<file path="src/rtl/sbs_pkg.sv">
// Shared constants and controller/datapath types for the sorted-table search block.
`default_nettype none

package sbs_pkg;

  localparam int unsigned TABLE_DEPTH = 1024;
  localparam int unsigned IDX_W       = $clog2(TABLE_DEPTH);
  localparam int unsigned CNT_W       = $clog2(TABLE_DEPTH) + 1;
  localparam int unsigned KEY_W       = 32;
  localparam int unsigned IN_DATA_W   = ((IDX_W + KEY_W + 7) / 8) * 8;
  localparam int unsigned OUT_DATA_W  = ((IDX_W + 7) / 8) * 8;

  typedef enum logic {
    CMD_WRITE  = 1'b0,
    CMD_SEARCH = 1'b1
  } sbs_cmd_e;

  // Controller to datapath
  typedef struct packed {
    logic wr_en;     // write table entry from input transfer
    logic start;     // load bounds and key for a new search
    logic probe;     // latch midpoint and read its entry
    logic step_lo;   // entry below key: move low bound past midpoint
    logic step_hi;   // entry above key: move high bound below midpoint
    logic miss;      // bounds crossed: record not found
    logic hit;       // entry equals key: record midpoint
    logic load_out;  // move result into the output register
  } sbs_cmd_t;

  // Datapath to controller
  typedef struct packed {
    logic bounds_open;
    logic key_eq;
    logic key_lt;
  } sbs_stat_t;

endpackage

`default_nettype wire

</file>
<file path="src/rtl/sbs_ctrl.sv">
// Controller: accepts transfers, sequences probes and owns the output valid.
`default_nettype none

module sbs_ctrl import sbs_pkg::*; (
  input  wire logic      clk_i,
  input  wire logic      rst_ni,
  input  wire logic      in_valid_i,
  input  wire logic      in_kind_i,
  output logic           in_ready_o,
  output logic           out_valid_o,
  input  wire logic      out_ready_i,
  input  wire sbs_stat_t stat_i,
  output sbs_cmd_t       cmd_o
);

  typedef enum logic [1:0] {
    S_IDLE,
    S_PROBE,
    S_CMP,
    S_DONE
  } state_e;

  state_e state_q, state_d;
  logic   out_valid_q, out_valid_d;

  always_comb begin
    state_d     = state_q;
    out_valid_d = out_valid_q & ~out_ready_i;
    cmd_o       = '0;
    in_ready_o  = 1'b0;
    unique case (state_q)
      S_IDLE: begin
        in_ready_o = 1'b1;
        if (in_valid_i) begin
          if (in_kind_i == CMD_SEARCH) begin
            cmd_o.start = 1'b1;
            state_d     = S_PROBE;
          end else begin
            cmd_o.wr_en = 1'b1;
          end
        end
      end
      S_PROBE: begin
        if (stat_i.bounds_open) begin
          cmd_o.probe = 1'b1;
          state_d     = S_CMP;
        end else begin
          cmd_o.miss = 1'b1;
          state_d    = S_DONE;
        end
      end
      S_CMP: begin
        if (stat_i.key_eq) begin
          cmd_o.hit = 1'b1;
          state_d   = S_DONE;
        end else begin
          cmd_o.step_lo = stat_i.key_lt;
          cmd_o.step_hi = ~stat_i.key_lt;
          state_d       = S_PROBE;
        end
      end
      S_DONE: begin
        // hold the result until the output register is free
        if (!out_valid_q || out_ready_i) begin
          cmd_o.load_out = 1'b1;
          out_valid_d    = 1'b1;
          state_d        = S_IDLE;
        end
      end
      default: state_d = S_IDLE;
    endcase
  end

  always_ff @(posedge clk_i or negedge rst_ni) begin
    if (!rst_ni) begin
      state_q     <= S_IDLE;
      out_valid_q <= 1'b0;
    end else begin
      state_q     <= state_d;
      out_valid_q <= out_valid_d;
    end
  end

  assign out_valid_o = out_valid_q;

endmodule

`default_nettype wire

</file>
<file path="config.mk">
export PLATFORM = sky130hd
export DESIGN_NAME = sbs_ctrl
export DESIGN_NICKNAME = d
export VERILOG_FILES = /design/src/rtl/sbs_pkg.sv /design/src/rtl/sbs_ctrl.sv
export SDC_FILE = /design/constraint.sdc
export NUM_CORES = 1
export LEC_CHECK = 0
export BUFFER_PORTS_ARGS = -buffer_cell sky130_fd_sc_hd__buf_2
export CAP_MARGIN = 20
export CORE_AREA = 2 2 39 41
export DETAILED_ROUTE_END_ITERATION = 7
export DIE_AREA = 0 0 41 43
export PLACE_DENSITY = 0.48
export SYNTH_ARGS = -nofsm -noshare
export SYNTH_HDL_FRONTEND = slang
export SYNTH_SLANG_ARGS = --single-unit
</file>
<file path="constraint.sdc">
create_clock -name clk_i -period 1 [get_ports clk_i]
set_input_delay 0 -clock clk_i [delete_from_list [all_inputs] [get_ports clk_i]]
set_output_delay 0 -clock clk_i [all_outputs]
set_load 0.1 [all_outputs]
</file>
== Word-level counts from Yosys, hierarchy flattened ==
Cells that the tools add are included.

* Bits of input ports: 8
* Logic and storage cells: 38
* Register bits: 3
* Output and inout bits: 10

* Equal/unequal tests: 6
* Reduce and logical (&&, ||, !) cells: 4
* Mux-type cells: 23
* Bitwise operators: 3

{| class="wikitable"
|+ Operator list
! cell !! number
|-
| $mux 2 || 8
|-
| $mux 1 || 14
|-
| $pmux 2 s4 || 1
|-
| $ne 2x2->1 const B || 3
|-
| $eq 2x2->1 const B || 2
|-
| $reduce_and 3->1 || 1
|-
| $eq 2x1->1 const B || 1
|-
| $logic_not 2->1 || 1
|-
| $not 1->1 || 2
|-
| $and 1x1->1 || 1
|-
| $logic_not 1->1 || 1
|-
| $logic_or 1x1->1 || 1
|}

== Logic depth before layout (Yosys ltp) ==
Gate-level depths: netlist (run 1).

* Word-level depth: 4
* Depth in mapped cells: 4
* Depth with buffers taken out: 3

== Worst setup path before layout (run 1) ==
Ideal clock, no wire load.

* Kind: reg-to-output
* From: register state_q[1]
* To: output cmd_o[7] (netlist name)
* Slack: -1.725 ns
* Stages on the path, launching flop included: 5
* Buffers on the path: 1
* Data required time: 1.000 ns
* Data arrival time: 2.725 ns
* Cells stage by stage: dfrtp_1 buf_2 nor2_2 nand2_1 nor2_1

{| class="wikitable"
|+ RTL lines
! element !! RTL line !! source
|-
| from (decl) || sbs_ctrl.sv:23 || <nowiki>state_e state_q, state_d;</nowiki>
|-
| from (signal assigned) || sbs_ctrl.sv:79 || <nowiki>state_q <= state_d;</nowiki>
|-
| to (decl) || sbs_ctrl.sv:13 || <nowiki>output sbs_cmd_t cmd_o</nowiki>
|}

==> metrics.md, run 1 <==
| Metric | Value |
|---|---|
| Outcome | `finished with violations` |
| Failing checks | `negative setup slack` |
| CTS tree | `done` |
| Dpl hpwl | `523 microns` |
| Routed vias | `266` |
| # clock sinks | `3` |
| Initial antenna violation count | `0` |
| Fraction of layout instances using a drive strength above 1 | `0.792` |
| Final period util | `1.24` |
| Most common cell after layout, fill and taps aside | `buf_12` |
| Final setup viols | `10` |
| Worst-Skew Late Latency | `~0.23 ns` |
| Fin Clk Skew | `slightly below 0.005 ns` |
| Vias per inst | `4.16` |
| Clock buffer depth | `2` |
| Slew @ Worst Pin | `about 0.25 ns` |
| Pre-CTS WS | `-0.113 ns` |
| Synthesis-to-layout area growth | `185%` |
| Critical Path End Type | `output port` |
| Synth warn | `0` |
| Row count | `14` |
| DRC viols | `0` |
| Die H | `about 43 microns` |
| Vias in the first global route | `267` |
| Clk pin slew, worst setup/hold paths | `0.04 ns` |
| Post-Route WL | `631 microns` |
| Gr ovfl total | `0` |
| Startpoint types | `register` |
| IO Pins | `18` |
| Net Count, Synth | `32` |
| Cell variety after synth | `17` |
| F_max | `between 800 and 900 MHz` |
| Critical path data arrival time | `1.24 ns` |
| Gpl congestion | `0.674` |
| Minimum clock period | `1.24 ns` |
| Slew Limit Fails | `0` |
| Synthesized area | `211 sq um` |
| GRT Util Overall | `0.101` |
| Required @ worst endpoint | `1.00 ns` |
| Core ar. | `1380 sq um` |
| Wire length per cell | `approximately 9.9 microns` |
| #FFs+latches synth | `3` |
| DR pass1 iterations | `1` |
| Min-Delay Path Class | `input port to register` |
| Synthesized instance count | `24` |
| Final Hold Vio Count | `0` |
| Final net count | `57` |
| Setup ws final | `-0.240 ns` |
| Largest net degree at the start of global routing | `11` |
| Diode count | `0` |
| Placed cell count | `58` |
| CTS H-tree lvls | `1` |
| Initial core utilization | `0.153` |
| Max Cap Viol | `0` |
| Die Span X | `between 40 and 50 microns` |
| ANT nets after route | `0` |
| Root Driver | `clkbuf_4` |
| Sequential-to-total area share from yosys stat | `0.355` |
| CTS Buf Count | `3` |
| IO Port Bufs | `17` |
| Initial drt markers | `0` |
| Commonest cells after routing, fill and taps aside | `buf_12, buf_2, nand2_1, clkbuf_4, buf_4` |
| Global-route wire length before repair | `between 1 and 1.5 mm` |
| Rel. slew slack | `0.831` |
| CP Max Fanout | `10` |
| RSZ-0062 raised after global routing | `yes` |
| Die area | `roughly 1800 sq um` |
| Type of the worst setup path | `register to output port` |
| Mapped Avg Cell Area | `8.81 sq um` |
| Fin cells | `64` |
[Yosys cell counts]
library cell  instances  area [sq um]
nand2_1               4          15.0
dfrtp_1               3          75.1
a21oi_1               2          10.0
nor3b_1               2          15.0
a21o_1                1          7.51
and3_1                1          6.26
and3b_1               1          8.76
and4bb_2              1          12.5
buf_2                 1          5.00
buf_4                 1          7.51
inv_1                 1          3.75
nand2b_1              1          6.26
nand3b_1              1          7.51
nor2_1                1          3.75
nor2_2                1          6.26
nor2b_1               1          6.26
nor4b_2               1          15.0
[layer usage]
metal,vias up,track usage,wire length [microns]
li1,132,-,-
met1,123,0.113,226
met2,11,0.131,357
met3,0,0.0733,48
met4,0,0.0600,0
met5,-,0,0
[worst max-delay path: stages (launching register included)]
cell and delay (ns):
dfrtp_2 0.48, nor2_4 0.15, nand2_2 0.07, nor2_4 0.12, buf_12 0.18
[state kept, by name, indices dropped and copies added, names as in the netlist]
signal / cells
out_valid_o: 1
state_q: 2
[stage by stage]
stage	utilization	area [sq um]	hold slack, ns	TNS, ns
after floorplan	-	293	-0.296	-3.54
after global placement	0.396	548	-0.199	-0.467
after detailed placement	0.396	548	-0.199	-0.661
after CTS	0.435	602	0.0452	-2.24
after global routing	0.435	602	0.0548	-2.58
final	0.435	602	0.0476	-2.05
[cell families after synthesis]
kind of cell / share of synthesized area
and+or+nand+nor: 0.485
DFF: 0.355
AOI/OAI and AO/OA: 0.0829
buffers and inverters: 0.0769
[area by class of cell]
cell class                 count  area, sq um
sequential                     3         81.3
timing repair buffer          22          279
multi-input combinational     18          191
fill                         131          782
inverter                       1         3.75
clock buffer                   4         26.3
tap                           16         20.0
[timing repair]
item                                    4_1_cts  5_1_grt
hold endpoints to repair                      3        0
hold buffers                                  1        0
buffers inserted                              1        0
gates resized for setup                       4        0
endpoints found under the setup margin       12       11
pin swaps                                     2        1
[final timing paths]
path,startpoint,end,slack [ns],cells after the start
hold reg to reg,out_valid_o,out_valid_o,0.58,2
hold / removal,out_ready_i,out_valid_o,0.05,3
setup reg to reg,state_q[1],state_q[1],-0.09,3
max in group asynchronous,rst_ni,out_valid_o,0.77,2
setup / recovery,state_q[0],cmd_o[7],-0.24,4
min in group asynchronous,rst_ni,state_q[1],0.10,2
Power of run 1 is not shown: default switching activity piles up to over one toggle a cycle in this logic, so the estimate is an artifact.
==> run 2: changes to the inputs <==
TNS_END_PERCENT = 20   (was default)
==> run 2 against run 1 <==
The run still ends with negative setup slack left. Fmax shrank 0.53%. First-iteration DRC count is the same. Critical path depth shrank 1. Critical path type unchanged. Via count shrank 1.1%.
==> metrics.md, run 2 (synthesized netlist as in run 1, its figures left out) <==
| Metric | Value |
|---|---|
| Row count | `14 (unchanged)` |
| Failing checks | `negative setup slack (unchanged)` |
| CP Cell Sequence | `buf_6 > nor4b_4 > buf_12 (was nor2_4 > nand2_2 > nor2_4 > buf_12)` |
| Final period util | `1.25 (was 1.24)` |
| Largest net degree at the start of global routing | `7 (was 11)` |
| Min-Delay Startpoint | `in_valid_i (was out_ready_i)` |
| Critical path data arrival time | `1.25 ns (was 1.24 ns)` |
| Root Driver | `clkbuf_4 (unchanged)` |
| IO Port Bufs | `17 (unchanged)` |
| Critical Path End Type | `output port (unchanged)` |
| Min-Delay Path Class | `input port to register (unchanged)` |
| Most common cell after layout, fill and taps aside | `buf_12 (unchanged)` |
| Routed vias | `263 (was 266)` |
| Gr ovfl total | `0 (unchanged)` |
| Startpoint types | `register (unchanged)` |
| Dpl hpwl | `479 microns (was 523 microns)` |
| Clock buffer depth | `2 (unchanged)` |
| Vias per inst | `3.98 (was 4.16)` |
| DR pass1 iterations | `1 (unchanged)` |
| Largest Register | `state_q (unchanged)` |
| Initial antenna violation count | `0 (unchanged)` |
| Final Hold Vio Count | `0 (unchanged)` |
| Initial drt markers | `0 (unchanged)` |
| Worst-Skew Late Latency | `0.23 ns (about the same)` |
| Diode count | `0 (unchanged)` |
| Clk pin slew, worst setup/hold paths | `0.04 ns (about the same)` |
| Fin Clk Skew | `0.00284 ns (was 0.00493 ns)` |
| Commonest cells after routing, fill and taps aside | `buf_12, buf_2, buf_4 (was buf_12, buf_2, nand2_1, clkbuf_4, buf_4)` |
| TNS Setup | `-1.93 ns (was -2.05 ns)` |
| Worst R2R Path Depth | `5 (was 3)` |
| Setup ws final | `-0.247 ns (was -0.240 ns)` |
| Slew Limit Fails | `0 (unchanged)` |
| Fraction of layout instances using a drive strength above 1 | `0.780 (was 0.792)` |
| Rel. slew slack | `0.822 (was 0.831)` |
| Required @ worst endpoint | `1.00 ns (about the same)` |
| Final net count | `59 (was 57)` |
| Gpl congestion | `0.668 (was 0.674)` |
| Die H | `43 microns (unchanged)` |
| Worst hold path depth | `3 (unchanged)` |
| F_max | `802 MHz (was 806 MHz)` |
| IO Pins | `18 (unchanged)` |
| Design Area, Final | `603 sq um (was 602 sq um)` |
| CP Max Fanout | `6 (was 10)` |
| CP top delay family | `flip-flops (unchanged)` |
| Minimum clock period | `1.25 ns (was 1.24 ns)` |
| Type of the worst setup path | `register to output port (unchanged)` |
| # clock sinks | `3 (unchanged)` |
| Vias in the first global route | `308 (was 267)` |
| Slew @ Worst Pin | `0.265 ns (was 0.253 ns)` |
| Critical Path Stages | `3 (was 4)` |
| Crit path buffers/inverters | `2 (was 1)` |
| Placed inst area | `533 sq um (was 548 sq um)` |
| Global-route wire length before repair | `1.08 mm (was 1.14 mm)` |
| Post-Route WL | `629 microns (was 631 microns)` |
| FILL cells | `127 (was 131)` |
| Die Span X | `41 microns (unchanged)` |
| CTS Buf Count | `3 (unchanged)` |
| Final setup viols | `10 (unchanged)` |
| Max Cap Viol | `0 (unchanged)` |
| Synthesis-to-layout area growth | `185% (about the same)` |
| GRT Util Overall | `0.0905 (was 0.101)` |
| Max incr delay on CP | `0.43 ns (was 0.48 ns)` |
| DRC viols | `0 (unchanged)` |
| CTS tree | `done (unchanged)` |
| Critical path's slowest cell | `dfrtp_2 (unchanged)` |
| ANT nets after route | `0 (unchanged)` |
| Max reg flops | `2 (unchanged)` |
| Util after Layout | `0.436 (was 0.435)` |
| Outcome | `finished with violations (unchanged)` |
| Crit path launch | `state_q[1] (was state_q[0])` |
| FF-to-FF Start | `state_q[1] (unchanged)` |
| Pre-CTS WS | `-0.103 ns (was -0.113 ns)` |
| RSZ-0062 raised after global routing | `yes (unchanged)` |
| Initial core utilization | `0.153 (unchanged)` |
| Die area | `1760 sq um (unchanged)` |
| CTS H-tree lvls | `1 (unchanged)` |
| Wire length per cell | `9.53 microns (was 9.86 microns)` |
| Core ar. | `1380 sq um (unchanged)` |
[run 2: stage by stage]
stage / hold WS (ns) / instances
6_report: 0.0582 / 66
2_1_floorplan: -0.296 / 24
5_1_grt: 0.0563 / 66
3_3_place_gp: -0.201 / 58
3_5_place_dp: -0.201 / 58
4_1_cts: 0.0504 / 66
[run 2: path summary, 6_finish.rpt]
path / end / slack (ns)
min: state_q[0] / 0.06
min in group asynchronous: out_valid_o / 0.09
max: cmd_o[3] / -0.25
max reg2reg: state_q[0] / -0.07
max in group asynchronous: state_q[0] / 0.79
min reg2reg: out_valid_o / 0.56
[run 2: worst reg2reg max path, delay by kind of cell (launching register included)]
family,cells,cell delay [ns]
flip-flops,1,0.43
buffers and inverters,2,0.25
AND/OR/NAND/NOR,2,0.25
AO/OA/AOI/OAI,1,0.03
[run 2: cell type report]
cell class                 instances  area (sq um)  share of cell area
multi-input combinational         18           176               0.293
sequential                         3          78.8               0.131
clock buffer                       4          26.3              0.0436
timing repair buffer              24           298               0.494
tap                               16          20.0              0.0332
inverter                           1          3.75             0.00622
[run 2: per-layer routing]
metal	share of wire	track usage
met4	0	0.0800
met2	0.58	0.138
met1	0.38	0.100
met5	0	0
met3	0.032	0.0157
[run 2: repair_timing]
action / in CTS / in global routing
gates resized for setup: 8 / 1
gates cloned: 0 / 0
hold buffers: 1 / 0
pin swaps: 2 / 0
setup endpoints to repair: 11 / 10
buffers inserted: 3 / 0
endpoints found under the hold margin: 3 / 0
Power of run 2 is left out for the same reason.
==> run 3: changes to the inputs <==
RECOVER_POWER = 25   (was default)
==> run 3 against run 2 <==
The flow still finishes with violations (negative setup slack). Critical endpoint unchanged. First-iteration DRC count did not move. Worst hold slack did not move. Register-to-register slack barely moved. Clock skew did not move. Count of clock-buffer cells in the layout did not move. Setup slack did not move. Routed wire length fell by 0.32%. Fmax did not move. Sequential share of layout area barely moved. Largest cell class unchanged. Core utilization fell by 0.090 points. Die area did not move.
==> metrics.md, run 3 (synthesized netlist as in run 1, its figures left out) <==
| Metric | Value |
|---|---|
| Outcome | `finished with violations (unchanged)` |
| Failing checks | `negative setup slack (unchanged)` |
| Worst-Skew Late Latency | `0.23 ns (about the same)` |
| Final period util | `1.25 (unchanged)` |
| Vias in the first global route | `308 (unchanged)` |
| F_max | `802 MHz (unchanged)` |
| Critical Path End Type | `output port (unchanged)` |
| IO Port Bufs | `17 (unchanged)` |
| Routed vias | `263 (unchanged)` |
| Clock buffer depth | `2 (unchanged)` |
| Vias per inst | `3.98 (unchanged)` |
| Required @ worst endpoint | `1.00 ns (about the same)` |
| # clock sinks | `3 (unchanged)` |
| Type of the worst setup path | `register to output port (unchanged)` |
| Most common cell after layout, fill and taps aside | `buf_12 (unchanged)` |
| Final setup viols | `10 (unchanged)` |
| Largest net degree at the start of global routing | `7 (unchanged)` |
| Startpoint types | `register (unchanged)` |
| Placed inst area | `533 sq um (unchanged)` |
| Diode count | `0 (unchanged)` |
| GRT Util Overall | `0.0905 (unchanged)` |
| Largest Register | `state_q (unchanged)` |
| Initial core utilization | `0.153 (unchanged)` |
| Critical path data arrival time | `1.25 ns (about the same)` |
| Minimum clock period | `1.25 ns (unchanged)` |
| Initial antenna violation count | `0 (unchanged)` |
| Slew @ Worst Pin | `0.265 ns (unchanged)` |
| Min-Delay Path Class | `input port to register (unchanged)` |
| Synthesis-to-layout area growth | `185% (about the same)` |
| Fraction of layout instances using a drive strength above 1 | `0.760 (was 0.780)` |
| Core ar. | `1380 sq um (unchanged)` |
| Commonest cells after routing, fill and taps aside | `buf_12, buf_2, buf_4 (unchanged)` |
| Fin cells | `66 (unchanged)` |
| Final net count | `59 (unchanged)` |
| Root Driver | `clkbuf_4 (unchanged)` |
| CTS Buf Count | `3 (unchanged)` |
| Placed cell count | `58 (unchanged)` |
| Design Area, Final | `602 sq um (was 603 sq um)` |
| DR pass1 iterations | `1 (unchanged)` |
| IO Pins | `18 (unchanged)` |
| Clk pin slew, worst setup/hold paths | `0.04 ns (about the same)` |
| ANT nets after route | `0 (unchanged)` |
| Initial drt markers | `0 (unchanged)` |
| Setup ws final | `-0.247 ns (unchanged)` |
| Gr ovfl total | `0 (unchanged)` |
| FF/Latch Area | `78.8 sq um (unchanged)` |
| Final Hold Vio Count | `0 (unchanged)` |
| Global-route wire length before repair | `1.08 mm (unchanged)` |
| CTS tree | `done (unchanged)` |
| DRC viols | `0 (unchanged)` |
| Gpl congestion | `0.668 (unchanged)` |
| Row count | `14 (unchanged)` |
| Max Cap Viol | `0 (unchanged)` |
| Post-Route WL | `627 microns (was 629 microns)` |
| Slew Limit Fails | `0 (unchanged)` |
| Die H | `43 microns (unchanged)` |
| Area of the multi-input gates | `176 sq um (unchanged)` |
| Rel. slew slack | `0.822 (unchanged)` |
| Die area | `1760 sq um (unchanged)` |
| CP Max Fanout | `6 (unchanged)` |
| Max reg flops | `2 (unchanged)` |
| RSZ-0062 raised after global routing | `yes (unchanged)` |
| CTS H-tree lvls | `1 (unchanged)` |
| Fin Clk Skew | `0.00284 ns (unchanged)` |
| Dpl hpwl | `479 microns (unchanged)` |
| FILL cells | `125 (was 127)` |
| Die Span X | `41 microns (unchanged)` |
| Wire length per cell | `9.50 microns (was 9.53 microns)` |
-- run 3: cell count changes in the layout (fill, tap and decap cells not counted) --
| cell | before | now |
|---|---|---|
| clkbuf_1 | 1 | 2 |
| buf_2 | 7 | 6 |
-- run 3: cell type report --
cell class / instances / area share
clock buffer: 4 / 0.0437
inverter: 1 / 0.00624
multi-input combinational: 18 / 0.293
sequential: 3 / 0.131
tap: 16 / 0.0333
timing repair buffer: 24 / 0.493
-- run 3: final timing paths --
path,start,to,slack (ns),depth (start not counted)
min in group asynchronous,rst_ni,out_valid_o,0.10,2
setup / recovery,state_q[1],cmd_o[3],-0.25,3
hold / removal,in_valid_i,state_q[0],0.06,3
max in group asynchronous,rst_ni,state_q[0],0.73,2
hold reg to reg,out_valid_o,out_valid_o,0.56,2
setup reg to reg,state_q[1],state_q[0],-0.07,5
-- run 3: per-stage QoR --
step / TNS, ns / setup slack (ns) / hold WS (ns) / utilization
after global placement: -0.626 / -0.0842 / -0.201 / 0.385
final: -1.93 / -0.247 / 0.0582 / 0.435
after detailed placement: -0.782 / -0.103 / -0.201 / 0.385
after CTS: -2.09 / -0.268 / 0.0504 / 0.433
after floorplan: -4.44 / -0.655 / -0.296 / -
after global routing: -2.48 / -0.310 / 0.0563 / 0.435
-- run 3: per-layer routing --
metal / vias up / track usage / wire (microns)
met1: 123 / 0.100 / 239
li1: 133 / - / -
met5: - / 0 / 0
met4: 0 / 0.0800 / 0
met2: 7 / 0.138 / 367
met3: 0 / 0.0157 / 20
-- run 3: worst max-delay path: stages, from the launching register on --
cell and delay [ns]:
dfrtp_2 0.43, buf_6 0.13, nor4b_4 0.24, buf_12 0.21
-- run 3: what timing repair did --
action / CTS / global route
endpoints found under the hold margin: 3 / 0
buffers inserted: 3 / 0
gates resized for setup: 8 / 1
setup endpoints to repair: 11 / 10
hold buffers: 1 / 0
pin swaps: 2 / 0
Power of run 3 is left out for the same reason.
